**src/psr_pkg.sv**
```systemverilog
// Shared widths, defaults and types for the polyline segment resampler.
`default_nettype none

package psr_pkg;

    localparam int COORD_W         = 24;
    localparam int SPACING_W       = 23;
    localparam int MAG_W           = COORD_W + 1;
    localparam int CNT_W           = 6;
    localparam int SPAN_W          = 29;
    localparam int PROD_W          = 2 * SPAN_W;
    localparam int D2_W            = 2 * MAG_W;
    localparam int DEF_SPACING     = 25600;
    localparam int DEF_MAX_SAMPLES = 63;

    typedef struct packed {
        logic             done;
        logic [MAG_W-1:0] quo;
        logic [CNT_W-1:0] rem;
    } div_stat_t;

endpackage

`default_nettype wire

```
**src/psr_ifs.sv**
```systemverilog
// Valid/ready channel interfaces for vertices, resampled points and configuration.
`default_nettype none

interface psr_in_if;
    logic                                valid;
    logic                                ready;
    logic signed [psr_pkg::COORD_W-1:0]  point_x;
    logic signed [psr_pkg::COORD_W-1:0]  point_y;
    logic signed [psr_pkg::COORD_W-1:0]  point_z;
    logic                                final_vertex;
    modport source (output valid, point_x, point_y, point_z, final_vertex, input ready);
    modport sink (input valid, point_x, point_y, point_z, final_vertex, output ready);
endinterface

interface psr_out_if;
    logic                                valid;
    logic                                ready;
    logic signed [psr_pkg::COORD_W-1:0]  out_x;
    logic signed [psr_pkg::COORD_W-1:0]  out_y;
    logic signed [psr_pkg::COORD_W-1:0]  out_z;
    logic                                run_last;
    logic                                line_end;
    modport source (output valid, out_x, out_y, out_z, run_last, line_end, input ready);
    modport sink (input valid, out_x, out_y, out_z, run_last, line_end, output ready);
endinterface

interface psr_cfg_if;
    logic                              valid;
    logic                              ready;
    logic [psr_pkg::SPACING_W-1:0]     data;
    modport source (output valid, data, input ready);
    modport sink (input valid, data, output ready);
endinterface

`default_nettype wire

```
**src/psr_div.sv**
```systemverilog
// Bit-serial restoring divider of a coordinate magnitude by the sample count.
`default_nettype none

module psr_div (
    input  wire logic                        clk,
    input  wire logic                        rst_n,
    input  wire logic                        start,
    input  wire logic [psr_pkg::MAG_W-1:0]   dividend,
    input  wire logic [psr_pkg::CNT_W-1:0]   divisor,
    output psr_pkg::div_stat_t               stat
);

    localparam int STEP_W = $clog2(psr_pkg::MAG_W + 1);

    logic                        busy_reg;
    logic                        done_reg;
    logic [STEP_W-1:0]           step_reg;
    logic [psr_pkg::CNT_W-1:0]   dvs_reg;
    logic [psr_pkg::CNT_W-1:0]   rem_reg;
    logic [psr_pkg::MAG_W-1:0]   quo_reg;
    logic [psr_pkg::CNT_W:0]     trial;
    logic                        ge;

    assign trial = {rem_reg, quo_reg[psr_pkg::MAG_W-1]};
    assign ge    = trial >= {1'b0, dvs_reg};

    always_ff @(posedge clk or negedge rst_n)
    begin
        if (!rst_n)
        begin
            busy_reg <= 1'b0;
            done_reg <= 1'b0;
            step_reg <= '0;
        end
        else
        begin
            done_reg <= 1'b0;
            if (start)
            begin
                busy_reg <= 1'b1;
                step_reg <= '0;
            end
            else if (busy_reg)
            begin
                if (step_reg == STEP_W'(psr_pkg::MAG_W - 1))
                begin
                    busy_reg <= 1'b0;
                    done_reg <= 1'b1;
                end
                step_reg <= step_reg + 1'b1;
            end
        end
    end

    always_ff @(posedge clk)
    begin
        if (start)
        begin
            dvs_reg <= divisor;
            rem_reg <= '0;
            quo_reg <= dividend;
        end
        else if (busy_reg)
        begin
            rem_reg <= ge ? psr_pkg::CNT_W'(trial - {1'b0, dvs_reg})
                          : psr_pkg::CNT_W'(trial);
            quo_reg <= {quo_reg[psr_pkg::MAG_W-2:0], ge};
        end
    end

    assign stat.done = done_reg;
    assign stat.quo  = quo_reg;
    assign stat.rem  = rem_reg;

endmodule

`default_nettype wire

```
**src/polyline_segment_resampler.sv**
```systemverilog
// Top level of the polyline segment resampler: sequencer, shared squarer and output register.
//
// Vertices arrive on pt_in, resampled points leave on pt_out, and cfg writes the
// target spacing (zero selects DEFAULT_SPACING). The block handles one vertex at a
// time; pt_in.ready is high only while it is idle.
// A first vertex that is not final is stored and gives no point; a lone final vertex
// gives one point. A vertex that closes a segment goes through difference and
// squaring, then tries sample counts one by one on the shared squarer (up to
// MAX_SAMPLES-1 tries), then, for n >= 2, runs three serial divisions, one per axis.
// After that the start point and the n-1 interior points are emitted, and a final
// vertex adds one more point. Each interior point steps a quotient/remainder
// accumulator, so no division runs per point.
// A single output register holds each point; while the receiver stalls the
// sequencer waits and loads the next point in the cycle the current one is taken.
// Reset clears the stored vertex, sets the spacing to 25600 and empties the output.
`default_nettype none

module polyline_segment_resampler #(
    parameter int unsigned DEFAULT_SPACING = psr_pkg::DEF_SPACING,
    parameter int unsigned MAX_SAMPLES     = psr_pkg::DEF_MAX_SAMPLES
) (
    input  wire logic  clk,
    input  wire logic  rst_n,
    psr_in_if.sink     pt_in,
    psr_out_if.source  pt_out,
    psr_cfg_if.sink    cfg
);

    localparam int CW = psr_pkg::COORD_W;
    localparam int MW = psr_pkg::MAG_W;
    localparam int NW = psr_pkg::CNT_W;
    localparam int SW = psr_pkg::SPAN_W;
    localparam logic [NW-1:0] MAX_N = NW'(MAX_SAMPLES);

    localparam logic [3:0] ST_IDLE  = 4'd0;
    localparam logic [3:0] ST_DIFF  = 4'd1;
    localparam logic [3:0] ST_SQ    = 4'd2;
    localparam logic [3:0] ST_SMUL  = 4'd3;
    localparam logic [3:0] ST_SCMP  = 4'd4;
    localparam logic [3:0] ST_DIVGO = 4'd5;
    localparam logic [3:0] ST_DIVW  = 4'd6;
    localparam logic [3:0] ST_EMIT0 = 4'd7;
    localparam logic [3:0] ST_ADV   = 4'd8;
    localparam logic [3:0] ST_EMITJ = 4'd9;
    localparam logic [3:0] ST_EMITF = 4'd10;

    logic [3:0]                  state_reg;
    logic [psr_pkg::SPACING_W-1:0] spacing_reg;
    logic [CW-1:0]               cur_reg [3];
    logic                        fin_reg;
    logic [CW-1:0]               prev_reg [3];
    logic                        have_prev_reg;
    logic [MW-1:0]               mag_reg [3];
    logic                        neg_reg [3];
    logic [1:0]                  c_reg;
    logic [psr_pkg::D2_W-1:0]    d2_reg;
    logic [psr_pkg::PROD_W-1:0]  prod_reg;
    logic [SW-1:0]               s_reg;
    logic [NW-1:0]               n_reg;
    logic [NW-1:0]               j_reg;
    logic [MW-1:0]               quo_reg [3];
    logic [NW-1:0]               rem_reg [3];
    logic [MW-1:0]               acc_q_reg [3];
    logic [NW-1:0]               acc_r_reg [3];
    logic                        ov_reg;
    logic [CW-1:0]               o_reg [3];
    logic                        o_last_reg;
    logic                        o_end_reg;

    logic [SW-1:0]               spacing_eff;
    logic [MW-1:0]               mag_sel;
    logic [SW-1:0]               mul_a;
    logic [psr_pkg::PROD_W-1:0]  prod;
    logic                        can_load;
    logic                        last_j;
    logic [MW-1:0]               diff [3];
    logic [NW:0]                 r_sum [3];
    logic                        r_ge [3];
    logic [MW-1:0]               off [3];
    logic [CW-1:0]               pt [3];
    logic                        div_start;
    psr_pkg::div_stat_t          div_stat;

    assign spacing_eff = (spacing_reg == '0) ? SW'(DEFAULT_SPACING) : SW'(spacing_reg);
    assign can_load    = !ov_reg || pt_out.ready;
    assign last_j      = (j_reg == n_reg - 1'b1);
    assign div_start   = (state_reg == ST_DIVGO);

    always_comb
    begin
        case (c_reg)
            2'd0:    mag_sel = mag_reg[0];
            2'd1:    mag_sel = mag_reg[1];
            2'd2:    mag_sel = mag_reg[2];
            default: mag_sel = '0;
        endcase
    end

    assign mul_a = (state_reg == ST_SQ) ? SW'(mag_sel) : s_reg;
    assign prod  = psr_pkg::PROD_W'(mul_a) * psr_pkg::PROD_W'(mul_a);

    always_comb
    begin
        for (int k = 0; k < 3; k++)
        begin
            diff[k]  = {cur_reg[k][CW-1], cur_reg[k]} - {prev_reg[k][CW-1], prev_reg[k]};
            r_sum[k] = {1'b0, acc_r_reg[k]} + {1'b0, rem_reg[k]};
            r_ge[k]  = r_sum[k] >= {1'b0, n_reg};
            off[k]   = neg_reg[k] ? (~acc_q_reg[k] + 1'b1) : acc_q_reg[k];
            pt[k]    = prev_reg[k] + off[k][CW-1:0];
        end
    end

    psr_div u_div (
        .clk      (clk),
        .rst_n    (rst_n),
        .start    (div_start),
        .dividend (mag_sel),
        .divisor  (n_reg),
        .stat     (div_stat)
    );

    always_ff @(posedge clk or negedge rst_n)
    begin
        if (!rst_n)
        begin
            state_reg     <= ST_IDLE;
            spacing_reg   <= psr_pkg::SPACING_W'(psr_pkg::DEF_SPACING);
            have_prev_reg <= 1'b0;
            ov_reg        <= 1'b0;
            for (int k = 0; k < 3; k++)
            begin
                prev_reg[k] <= '0;
            end
        end
        else
        begin
            if (cfg.valid)
            begin
                spacing_reg <= cfg.data;
            end
            if (ov_reg && pt_out.ready)
            begin
                ov_reg <= 1'b0;
            end

            case (state_reg)
                ST_IDLE:
                begin
                    if (pt_in.valid)
                    begin
                        if (have_prev_reg)
                        begin
                            state_reg <= ST_DIFF;
                        end
                        else if (pt_in.final_vertex)
                        begin
                            state_reg <= ST_EMITF;
                        end
                        else
                        begin
                            prev_reg[0]   <= pt_in.point_x;
                            prev_reg[1]   <= pt_in.point_y;
                            prev_reg[2]   <= pt_in.point_z;
                            have_prev_reg <= 1'b1;
                        end
                    end
                end
                ST_DIFF:
                begin
                    state_reg <= ST_SQ;
                end
                ST_SQ:
                begin
                    if (c_reg == 2'd3)
                    begin
                        if (d2_reg + prod_reg == '0)
                        begin
                            state_reg <= ST_EMIT0;
                        end
                        else if (MAX_N == NW'(1))
                        begin
                            state_reg <= ST_EMIT0;
                        end
                        else
                        begin
                            state_reg <= ST_SMUL;
                        end
                    end
                end
                ST_SMUL:
                begin
                    state_reg <= ST_SCMP;
                end
                ST_SCMP:
                begin
                    if (prod_reg >= psr_pkg::PROD_W'(d2_reg) || n_reg == MAX_N - 1'b1)
                    begin
                        state_reg <= (prod_reg >= psr_pkg::PROD_W'(d2_reg) &&
                                      n_reg == NW'(1)) ? ST_EMIT0 : ST_DIVGO;
                    end
                    else
                    begin
                        state_reg <= ST_SMUL;
                    end
                end
                ST_DIVGO:
                begin
                    state_reg <= ST_DIVW;
                end
                ST_DIVW:
                begin
                    if (div_stat.done)
                    begin
                        state_reg <= (c_reg == 2'd2) ? ST_EMIT0 : ST_DIVGO;
                    end
                end
                ST_EMIT0:
                begin
                    if (can_load)
                    begin
                        ov_reg <= 1'b1;
                        if (n_reg >= NW'(2))
                        begin
                            state_reg <= ST_ADV;
                        end
                        else if (fin_reg)
                        begin
                            state_reg <= ST_EMITF;
                        end
                        else
                        begin
                            prev_reg      <= cur_reg;
                            have_prev_reg <= 1'b1;
                            state_reg     <= ST_IDLE;
                        end
                    end
                end
                ST_ADV:
                begin
                    state_reg <= ST_EMITJ;
                end
                ST_EMITJ:
                begin
                    if (can_load)
                    begin
                        ov_reg <= 1'b1;
                        if (!last_j)
                        begin
                            state_reg <= ST_ADV;
                        end
                        else if (fin_reg)
                        begin
                            state_reg <= ST_EMITF;
                        end
                        else
                        begin
                            prev_reg      <= cur_reg;
                            have_prev_reg <= 1'b1;
                            state_reg     <= ST_IDLE;
                        end
                    end
                end
                ST_EMITF:
                begin
                    if (can_load)
                    begin
                        ov_reg        <= 1'b1;
                        have_prev_reg <= 1'b0;
                        for (int k = 0; k < 3; k++)
                        begin
                            prev_reg[k] <= '0;
                        end
                        state_reg <= ST_IDLE;
                    end
                end
                default:
                begin
                    state_reg <= ST_IDLE;
                end
            endcase
        end
    end

    // Datapath registers; every value here is rebuilt for each vertex before use.
    always_ff @(posedge clk)
    begin
        prod_reg <= prod;
        case (state_reg)
            ST_IDLE:
            begin
                cur_reg[0] <= pt_in.point_x;
                cur_reg[1] <= pt_in.point_y;
                cur_reg[2] <= pt_in.point_z;
                fin_reg    <= pt_in.final_vertex;
                n_reg      <= '0;
            end
            ST_DIFF:
            begin
                for (int k = 0; k < 3; k++)
                begin
                    neg_reg[k] <= diff[k][MW-1];
                    mag_reg[k] <= diff[k][MW-1] ? (~diff[k] + 1'b1) : diff[k];
                end
                c_reg  <= 2'd0;
                d2_reg <= '0;
            end
            ST_SQ:
            begin
                // The squarer output is registered, so the sum trails by one axis.
                if (c_reg != 2'd0)
                begin
                    d2_reg <= d2_reg + psr_pkg::D2_W'(prod_reg);
                end
                c_reg <= c_reg + 1'b1;
                if (c_reg == 2'd3)
                begin
                    n_reg <= (d2_reg + psr_pkg::D2_W'(prod_reg) == '0) ? NW'(0) : NW'(1);
                    s_reg <= spacing_eff;
                end
            end
            ST_SCMP:
            begin
                c_reg <= 2'd0;
                if (prod_reg >= psr_pkg::PROD_W'(d2_reg))
                begin
                    n_reg <= n_reg;
                end
                else if (n_reg == MAX_N - 1'b1)
                begin
                    n_reg <= MAX_N;
                end
                else
                begin
                    n_reg <= n_reg + 1'b1;
                    s_reg <= s_reg + spacing_eff;
                end
            end
            ST_DIVW:
            begin
                if (div_stat.done)
                begin
                    quo_reg[c_reg] <= div_stat.quo;
                    rem_reg[c_reg] <= div_stat.rem;
                    c_reg          <= c_reg + 1'b1;
                end
            end
            ST_EMIT0:
            begin
                if (can_load)
                begin
                    o_reg      <= prev_reg;
                    o_last_reg <= !fin_reg && (n_reg <= NW'(1));
                    o_end_reg  <= 1'b0;
                    j_reg      <= NW'(1);
                    for (int k = 0; k < 3; k++)
                    begin
                        acc_q_reg[k] <= '0;
                        acc_r_reg[k] <= '0;
                    end
                end
            end
            ST_ADV:
            begin
                for (int k = 0; k < 3; k++)
                begin
                    acc_q_reg[k] <= acc_q_reg[k] + quo_reg[k] + MW'(r_ge[k]);
                    acc_r_reg[k] <= r_ge[k] ? NW'(r_sum[k] - {1'b0, n_reg}) : NW'(r_sum[k]);
                end
            end
            ST_EMITJ:
            begin
                if (can_load)
                begin
                    o_reg      <= pt;
                    o_last_reg <= !fin_reg && last_j;
                    o_end_reg  <= 1'b0;
                    j_reg      <= j_reg + 1'b1;
                end
            end
            ST_EMITF:
            begin
                if (can_load)
                begin
                    o_reg      <= cur_reg;
                    o_last_reg <= 1'b1;
                    o_end_reg  <= 1'b1;
                end
            end
            default:
            begin
            end
        endcase
    end

    assign pt_in.ready     = (state_reg == ST_IDLE);
    assign cfg.ready       = 1'b1;
    assign pt_out.valid    = ov_reg;
    assign pt_out.out_x    = o_reg[0];
    assign pt_out.out_y    = o_reg[1];
    assign pt_out.out_z    = o_reg[2];
    assign pt_out.run_last = o_last_reg;
    assign pt_out.line_end = o_end_reg;

    a_end_is_last: assert property (@(posedge clk) disable iff (!rst_n)
        pt_out.valid && pt_out.line_end |-> pt_out.run_last)
        else $error("line end without run_last");

    a_n_bounded: assert property (@(posedge clk) disable iff (!rst_n)
        n_reg <= MAX_N)
        else $error("sample count above limit");

    a_final_clears: assert property (@(posedge clk) disable iff (!rst_n)
        (state_reg == ST_EMITF) && can_load |=> !have_prev_reg && pt_out.valid)
        else $error("final vertex did not clear stored vertex");

    a_div_only_waiting: assert property (@(posedge clk) disable iff (!rst_n)
        div_stat.done |-> state_reg == ST_DIVW)
        else $error("divider finished outside its wait state");

endmodule

`default_nettype wire

```
**src/flat_wrapper.sv**
```systemverilog
// flat-port wrapper written by rule: the top's interface ports become plain ports
module polyline_segment_resampler_flat 
#(
    parameter int unsigned DEFAULT_SPACING = psr_pkg::DEF_SPACING,
    parameter int unsigned MAX_SAMPLES     = psr_pkg::DEF_MAX_SAMPLES
)
  (clk, rst_n, pt_in_valid, pt_in_point_x, pt_in_point_y, pt_in_point_z, pt_in_final_vertex, pt_in_ready, pt_out_valid, pt_out_out_x, pt_out_out_y, pt_out_out_z, pt_out_run_last, pt_out_line_end, pt_out_ready, cfg_valid, cfg_data, cfg_ready);
  psr_in_if pt_in_i ();
  psr_out_if pt_out_i ();
  psr_cfg_if cfg_i ();
  input  wire logic clk;
  input  wire logic rst_n;
  input wire logic [$bits(pt_in_i.valid)-1:0] pt_in_valid;
  input wire logic [$bits(pt_in_i.point_x)-1:0] pt_in_point_x;
  input wire logic [$bits(pt_in_i.point_y)-1:0] pt_in_point_y;
  input wire logic [$bits(pt_in_i.point_z)-1:0] pt_in_point_z;
  input wire logic [$bits(pt_in_i.final_vertex)-1:0] pt_in_final_vertex;
  output wire logic [$bits(pt_in_i.ready)-1:0] pt_in_ready;
  output wire logic [$bits(pt_out_i.valid)-1:0] pt_out_valid;
  output wire logic [$bits(pt_out_i.out_x)-1:0] pt_out_out_x;
  output wire logic [$bits(pt_out_i.out_y)-1:0] pt_out_out_y;
  output wire logic [$bits(pt_out_i.out_z)-1:0] pt_out_out_z;
  output wire logic [$bits(pt_out_i.run_last)-1:0] pt_out_run_last;
  output wire logic [$bits(pt_out_i.line_end)-1:0] pt_out_line_end;
  input wire logic [$bits(pt_out_i.ready)-1:0] pt_out_ready;
  input wire logic [$bits(cfg_i.valid)-1:0] cfg_valid;
  input wire logic [$bits(cfg_i.data)-1:0] cfg_data;
  output wire logic [$bits(cfg_i.ready)-1:0] cfg_ready;
  assign pt_in_i.valid = pt_in_valid;
  assign pt_in_i.point_x = pt_in_point_x;
  assign pt_in_i.point_y = pt_in_point_y;
  assign pt_in_i.point_z = pt_in_point_z;
  assign pt_in_i.final_vertex = pt_in_final_vertex;
  assign pt_in_ready = pt_in_i.ready;
  assign pt_out_valid = pt_out_i.valid;
  assign pt_out_out_x = pt_out_i.out_x;
  assign pt_out_out_y = pt_out_i.out_y;
  assign pt_out_out_z = pt_out_i.out_z;
  assign pt_out_run_last = pt_out_i.run_last;
  assign pt_out_line_end = pt_out_i.line_end;
  assign pt_out_i.ready = pt_out_ready;
  assign cfg_i.valid = cfg_valid;
  assign cfg_i.data = cfg_data;
  assign cfg_ready = cfg_i.ready;
  polyline_segment_resampler #(.DEFAULT_SPACING(DEFAULT_SPACING), .MAX_SAMPLES(MAX_SAMPLES)) u_core (.clk(clk), .rst_n(rst_n), .pt_in(pt_in_i), .pt_out(pt_out_i), .cfg(cfg_i));
endmodule
```
**config.mk**
```make
export PLATFORM = sky130hd
export DESIGN_NAME = polyline_segment_resampler_flat
export DESIGN_NICKNAME = d
export VERILOG_FILES = /design/src/psr_pkg.sv /design/src/psr_ifs.sv /design/src/psr_div.sv /design/src/polyline_segment_resampler.sv /design/src/flat_wrapper.sv
export SDC_FILE = /design/constraint.sdc
export NUM_CORES = 2
export LEC_CHECK = 0
export ABC_AREA = 1
export BUFFER_PORTS_ARGS = -buffer_cell sky130_fd_sc_hd__buf_2
export CORE_ASPECT_RATIO = 0.6
export CORE_MARGIN = 10
export CORE_UTILIZATION = 25
export CTS_BUF_LIST = sky130_fd_sc_hd__clkbuf_8
export DETAILED_ROUTE_END_ITERATION = 10
export PLACE_DENSITY_LB_ADDON = 0.3
export SLEW_MARGIN = 20
export SYNTH_ARGS = -nofsm -noshare
export SYNTH_HDL_FRONTEND = slang
export SYNTH_SLANG_ARGS = --single-unit
```
**constraint.sdc**
```tcl
create_clock -name clk -period 7.8 [get_ports clk]
set_input_delay 0.39 -clock clk [delete_from_list [all_inputs] [get_ports clk]]
set_output_delay 0.39 -clock clk [all_outputs]
set_load 0.01 [all_outputs]
```
; ---- Yosys cells after proc, flatten, opt, wreduce, memory -nomap -nowiden
; Memories as Yosys holds them, arrays and structs flattened.
; Index checks and enable logic that the tools add are counted.
[totals]
register_bits = 443
latchBits = 0
mem_bits_rw = 264
mem_bits_ro = 0
inputBits = 101
output_inout_bits = 77
mem_count = 6
[op_classes]
addsub = 33
multipliers = 1
div = 0
n_lt_le_gt_ge = 7
eq_ne = 32
shift = 0
n_mux = 103
bitwise = 12
n_reduce_logical = 36
[mem_list]
columns = memory, words, word_bits, rd, rd_ports_with_merged_regs, wr, line_no
row1 = u_core.acc_q_reg, 3, 25, 3, 0, 3, polyline_segment_resampler.sv:63  ; logic [MW-1:0] acc_q_reg [3];
row2 = u_core.mag_reg, 3, 25, 3, 0, 3, polyline_segment_resampler.sv:53  ; logic [MW-1:0] mag_reg [3];
row3 = u_core.quo_reg, 3, 25, 3, 0, 1, polyline_segment_resampler.sv:61  ; logic [MW-1:0] quo_reg [3];
row4 = u_core.acc_r_reg, 3, 6, 3, 0, 3, polyline_segment_resampler.sv:64  ; logic [NW-1:0] acc_r_reg [3];
row5 = u_core.rem_reg, 3, 6, 3, 0, 1, polyline_segment_resampler.sv:62  ; logic [NW-1:0] rem_reg [3];
row6 = u_core.neg_reg, 3, 1, 3, 0, 3, polyline_segment_resampler.sv:54  ; logic neg_reg [3];
[ops]
columns = op, n
row1 = 72-bit two-way mux, 12
row2 = 72-bit one-hot mux with 4 select lines, 1
row3 = 72-bit one-hot mux with 3 select lines, 1
row4 = 25-bit two-way mux, 8
row5 = 29-bit two-way mux, 4
row6 = 50-bit one-hot mux with 2 select lines, 1
row7 = 25-bit by 1-bit adder with 25-bit output, 3
row8 = 25-bit by 1-bit adder with 25-bit output (second input constant), 3
row9 = 25-bit adder, 3
row10 = 25-bit inverter, 3
row11 = 25-bit one-hot mux with 3 select lines, 1
row12 = 24-bit by 24-bit subtractor with 25-bit output, 3
row13 = 24-bit by 1-bit adder with 24-bit output (second input constant), 3
row14 = 24-bit adder, 3
row15 = 24-bit two-way mux, 3
row16 = 6-bit two-way mux, 12
row17 = 24-bit inverter, 3
row18 = 50-bit by 58-bit adder with 58-bit output, 1
row19 = 58-bit by 50-bit >= comparator with 1-bit output, 1
row20 = 58-bit logical NOT, 1
row21 = 29-bit by 29-bit multiplier with 58-bit output, 1
row22 = 29-bit one-hot mux with 2 select lines, 1
row23 = 50-bit adder, 1
row24 = 50-bit logical NOT, 1
row25 = 54 further kinds, 150

; ---- Logic depth before layout (Yosys ltp)
; An unclocked memory read counts as a cell.
[depth]
ltp_word = 7
depth_mapped = 41
ltp_nobuf = 38

; ---- By module
; From an unflattened synthesis, not the netlist that was laid out.
[unflattened]
cells_unflattened = 8952
area_unflattened_um2 = 73083.8
[by_module_without_submodules]
columns = mod, n_inst, cells_per_inst, area_per_inst_um2, seq_area_each_um2
row1 = polyline_segment_resampler, 1, 8704, 70865.5, 18626.6
row2 = psr_div, 1, 248, 2218.4, 1226.2

; ---- Least setup slack after synthesis
; OpenSTA, ideal clock, no wires.
[synth_timing]
path_type = flip-flop to flip-flop
startpoint = register u_core.state_reg[3]
endpoint = memory u_core.acc_q_reg[0][0] (netlist name) (enable)
t_arrival_ns = 7.324
required_time_ns = 7.137
path_slack_ns = -0.187
stages_incl_launch_ff = 6
n_path_buf = 0
period_less_slack_ns = 7.987
path_cell_list = dfrtp_1 > nor2_1 > inv_1 > nor3_2 > inv_1 > o21ai_0
[synth_rtl]
columns = item, line_no
row1 = "start, declared", polyline_segment_resampler.sv:47  ; logic [3:0] state_reg;
row2 = "start signal, assigned", polyline_segment_resampler.sv:199  ; state_reg <= (prod_reg >= psr_pkg::PROD_W'(d2_reg) &&
row3 = "start signal, assigned", polyline_segment_resampler.sv:215  ; state_reg <= (c_reg == 2'd2) ? ST_EMIT0 : ST_DIVGO;
row4 = "end, declared", polyline_segment_resampler.sv:63

; ---- Worst setup path after layout
[layout_timing]
startpoint = register u_core.c_reg[0]
endpoint = register u_core.prod_reg[28] (netlist name)
[layout_between]
elab_chain_len = 4
[layout_rtl]
columns = item, line_no
row1 = "start, declared", polyline_segment_resampler.sv:55  ; logic [1:0] c_reg;
row2 = "start signal, assigned", polyline_segment_resampler.sv:315  ; c_reg <= c_reg + 1'b1;
row3 = "start signal, assigned", polyline_segment_resampler.sv:345  ; c_reg <= c_reg + 1'b1;
row4 = 2-bit equality test (tied with other cells), polyline_segment_resampler.sv:91  ; case (c_reg)
row5 = 25-bit one-hot mux with 3 select lines *, polyline_segment_resampler.sv:91
row6 = 29-bit two-way mux *, polyline_segment_resampler.sv:99  ; assign mul_a = (state_reg == ST_SQ) ? SW'(mag_sel) : s_reg;
row7 = 29-bit by 29-bit multiplier with 58-bit output *, polyline_segment_resampler.sv:100  ; assign prod = psr_pkg::PROD_W'(mul_a) * psr_pkg::PROD_W'(mul_a);
row8 = via u_core.prod (one bit), polyline_segment_resampler.sv:73  ; logic [psr_pkg::PROD_W-1:0] prod;
row9 = "end signal, assigned", polyline_segment_resampler.sv:288  ; prod_reg <= prod;
row10 = "end, declared", polyline_segment_resampler.sv:57  ; logic [psr_pkg::PROD_W-1:0] prod_reg;
; The timed path passes the listed nets; every way through them passes the cells marked *.
; A chain may end at the register's enable or synchronous reset.

==> qor.yml <==
status: "complete, but fails checks"
violations: "setup timing"
drt-initial-drc-count: 7834
hold_class: "input port to register"
worst_ep_arrival_time_ns: 8.64
track_usage_pct: 17.79
final_common_cell: "inv_1"
async_flop_share_pct: 15.43
syn_avg_cell_area_um2: 8.099
syn-num-nets: 10390
grt_pass1_wl_um: 420500
ioPinCount: 178
min_period_ns: 7.876
drv_slew: 0
synth_edf_count: 529
drive_gt1_share_pct: 14.93
fin_tns_setup_ns: -0.2046
place_congestion: 0.9836
worstPathMaxFanout: 7
cts-buffers-inserted: 113
grt_pass1_vias: 60720
grt_max_degree: 69
vias: 64820
cts_buffer_depth: 3
dp_hpwl_um: 240100
htreeDepth: 3
end_kind: "register"
rsz0062_at_grt: "true"
routed_wl_um: 287700
antenna_found_initial: 44
rows: 153
max_stage_delay_ns: 0.59
finalWorstSetupSlack_ns: -0.07596
ys_seq_elements: 700
clock-root-buffer: "clkbuf_8"
grt_overflow: 0
synth_cells: 8979
cts_num_sinks: 700
die-area_mm2: 0.3136
syn_to_final_growth_pct: 22.31
hold_ws_ns: 0.2058
dr.pass1.iters: 6
initial_core_util_pct: 25.11
ys_types: 59
core_region_area_mm2: 0.2896
layout_common_cells: "inv_1 (1,741), nand2_1 (1,638), nor2_1 (804)"
yosysSeqAreaShare_pct: 27.30
via_per_inst: 4.689
worstMarginPinSlew_ns: 1.112
utilization_pct: 30.71
die_y_um: 437.8
die_x_um: 716.3
yosys_warnings: 0
cp_common_cell: "fa_1"
hold_viol_final: 0
largest_reg_flops: 75
tritoncts: "yes"
synth_area_mm2: 0.07272
ant_nets: 0
slowest_stage: "fa_1"
fmax_mhz: 127.0
path_class: "register to register"
skew_ns: 0.04483
path_clk_slew_ns: 0.07
wire_per_inst_um: 20.81
drc: 0
cp_data_required_time_ns: 8.57
io_buffer_count: 176
drv_cap: 0
startpoint_type: "register"
synth_ff_type: "edfxtp_1"
relSlewSlack_pct: 25.85
setup-violations-final: 7
insertion_delay_ns: 0.83
nets: 11240
min_period_over_period_pct: 101.0
-- kinds of logic after synthesis --
logic type / Yosys count / share of synthesized area, %
flip-flops: 700 / 27.30
other: 1 / 0.005157
multiplexers: 1 / 0.01548
AO/OA/AOI/OAI: 1537 / 11.74
buffers and inverters: 1979 / 10.26
adder cells (fa/ha/maj): 1306 / 29.39
AND/OR/NAND/NOR: 3135 / 17.44
XOR/XNOR: 320 / 3.854
-- layer usage --
metal	vias up	part of all wire, %	global-route usage [%]
met3	224	11	4.873
met1	31210	53	30.32
met5	-	0.0045	0
met4	2	1.4	2.449
met2	2766	34	21.31
li1	30620	-	-
-- critical path, delay by kind of cell (launching register included) --
family / cells / cell delay, ns
adders and majority gates: 10 / 4.62
buffers and inverters: 11 / 1.28
AOI/OAI and AO/OA: 6 / 0.89
DFF: 1 / 0.47
xor gates and xnor gates: 1 / 0.32
and+or+nand+nor: 3 / 0.21
-- cells in the mapped netlist (14+ instances only) --
cell type | count | area (µm²)
or2_2 | 19 | 118.9
nor4_1 | 31 | 193.9
nor2_1 | 920 | 3453
nand3_1 | 289 | 1446
buf_1 | 16 | 60.06
ha_1 | 636 | 7958
nor3_1 | 90 | 450.4
o211ai_1 | 23 | 172.7
o21bai_1 | 25 | 187.7
edfxtp_1 | 529 | 15890
inv_1 | 1752 | 6576
nand2_1 | 1676 | 6291
a21oi_1 | 637 | 3188
xnor2_1 | 112 | 980.9
o21ai_0 | 527 | 2638
nand4_1 | 88 | 550.5
dfrtp_1 | 105 | 2628
xor2_1 | 208 | 1822
a21o_1 | 26 | 195.2
o21a_1 | 53 | 397.9
o221ai_1 | 75 | 656.9
clkbuf_1 | 185 | 694.4
dfxtp_1 | 63 | 1261
a211oi_1 | 14 | 105.1
a31oi_1 | 35 | 219.0
o21ai_1 | 68 | 340.3
fa_1 | 670 | 13410
-- timing repair --
action	in CTS	in global routing
hold buffers	98	0
setup endpoints to repair	42	42
gates resized for setup	303	231
setup buffers	23	13
gates cloned	2	2
endpoints found under the hold margin	194	0
pin swaps	89	36
-- stage by stage --
stage | setup slack [ns] | instances | cell area (µm²)
5_1_grt | -0.3448 | 13820 | 88930
3_5_place_dp | -0.4859 | 13460 | 83000
3_3_place_gp | -0.4147 | 13460 | 83000
2_1_floorplan | 0.03692 | 8979 | 72720
4_1_cts | -0.02643 | 13800 | 87800
6_report | -0.07596 | 13830 | 88950
-- final timing paths --
check | start | end | slack [ns] | cells after the start
worst max register to register | u_core.c_reg[0] | u_core.prod_reg[28] | -0.08 | 31
max in group asynchronous | rst_n | u_core.prev_reg[66] | 6.04 | 4
worst min register to register | u_core.spacing_reg[13] | u_core.spacing_reg[13] | 0.51 | 2
worst max-delay path | u_core.c_reg[0] | u_core.prod_reg[28] | -0.08 | 31
min in group asynchronous | rst_n | u_core.prev_reg[47] | 0.34 | 3
worst min-delay path | pt_out_ready | u_core.pt_out.valid | 0.21 | 4
-- cell type report --
class	count	area, µm²
timing repair buffer	955	7661
inverter	1767	6651
tap	3875	4848
clock buffer	129	1775
fill	30820	200700
multi-input combinational	6300	47420
clock inverter	87	708.2
sequential	700	19850
antenna	12	30.03
Power is left out: the tool's default activity adds up to more than one toggle a clock period on the data nets, which glitch-free logic cannot reach.
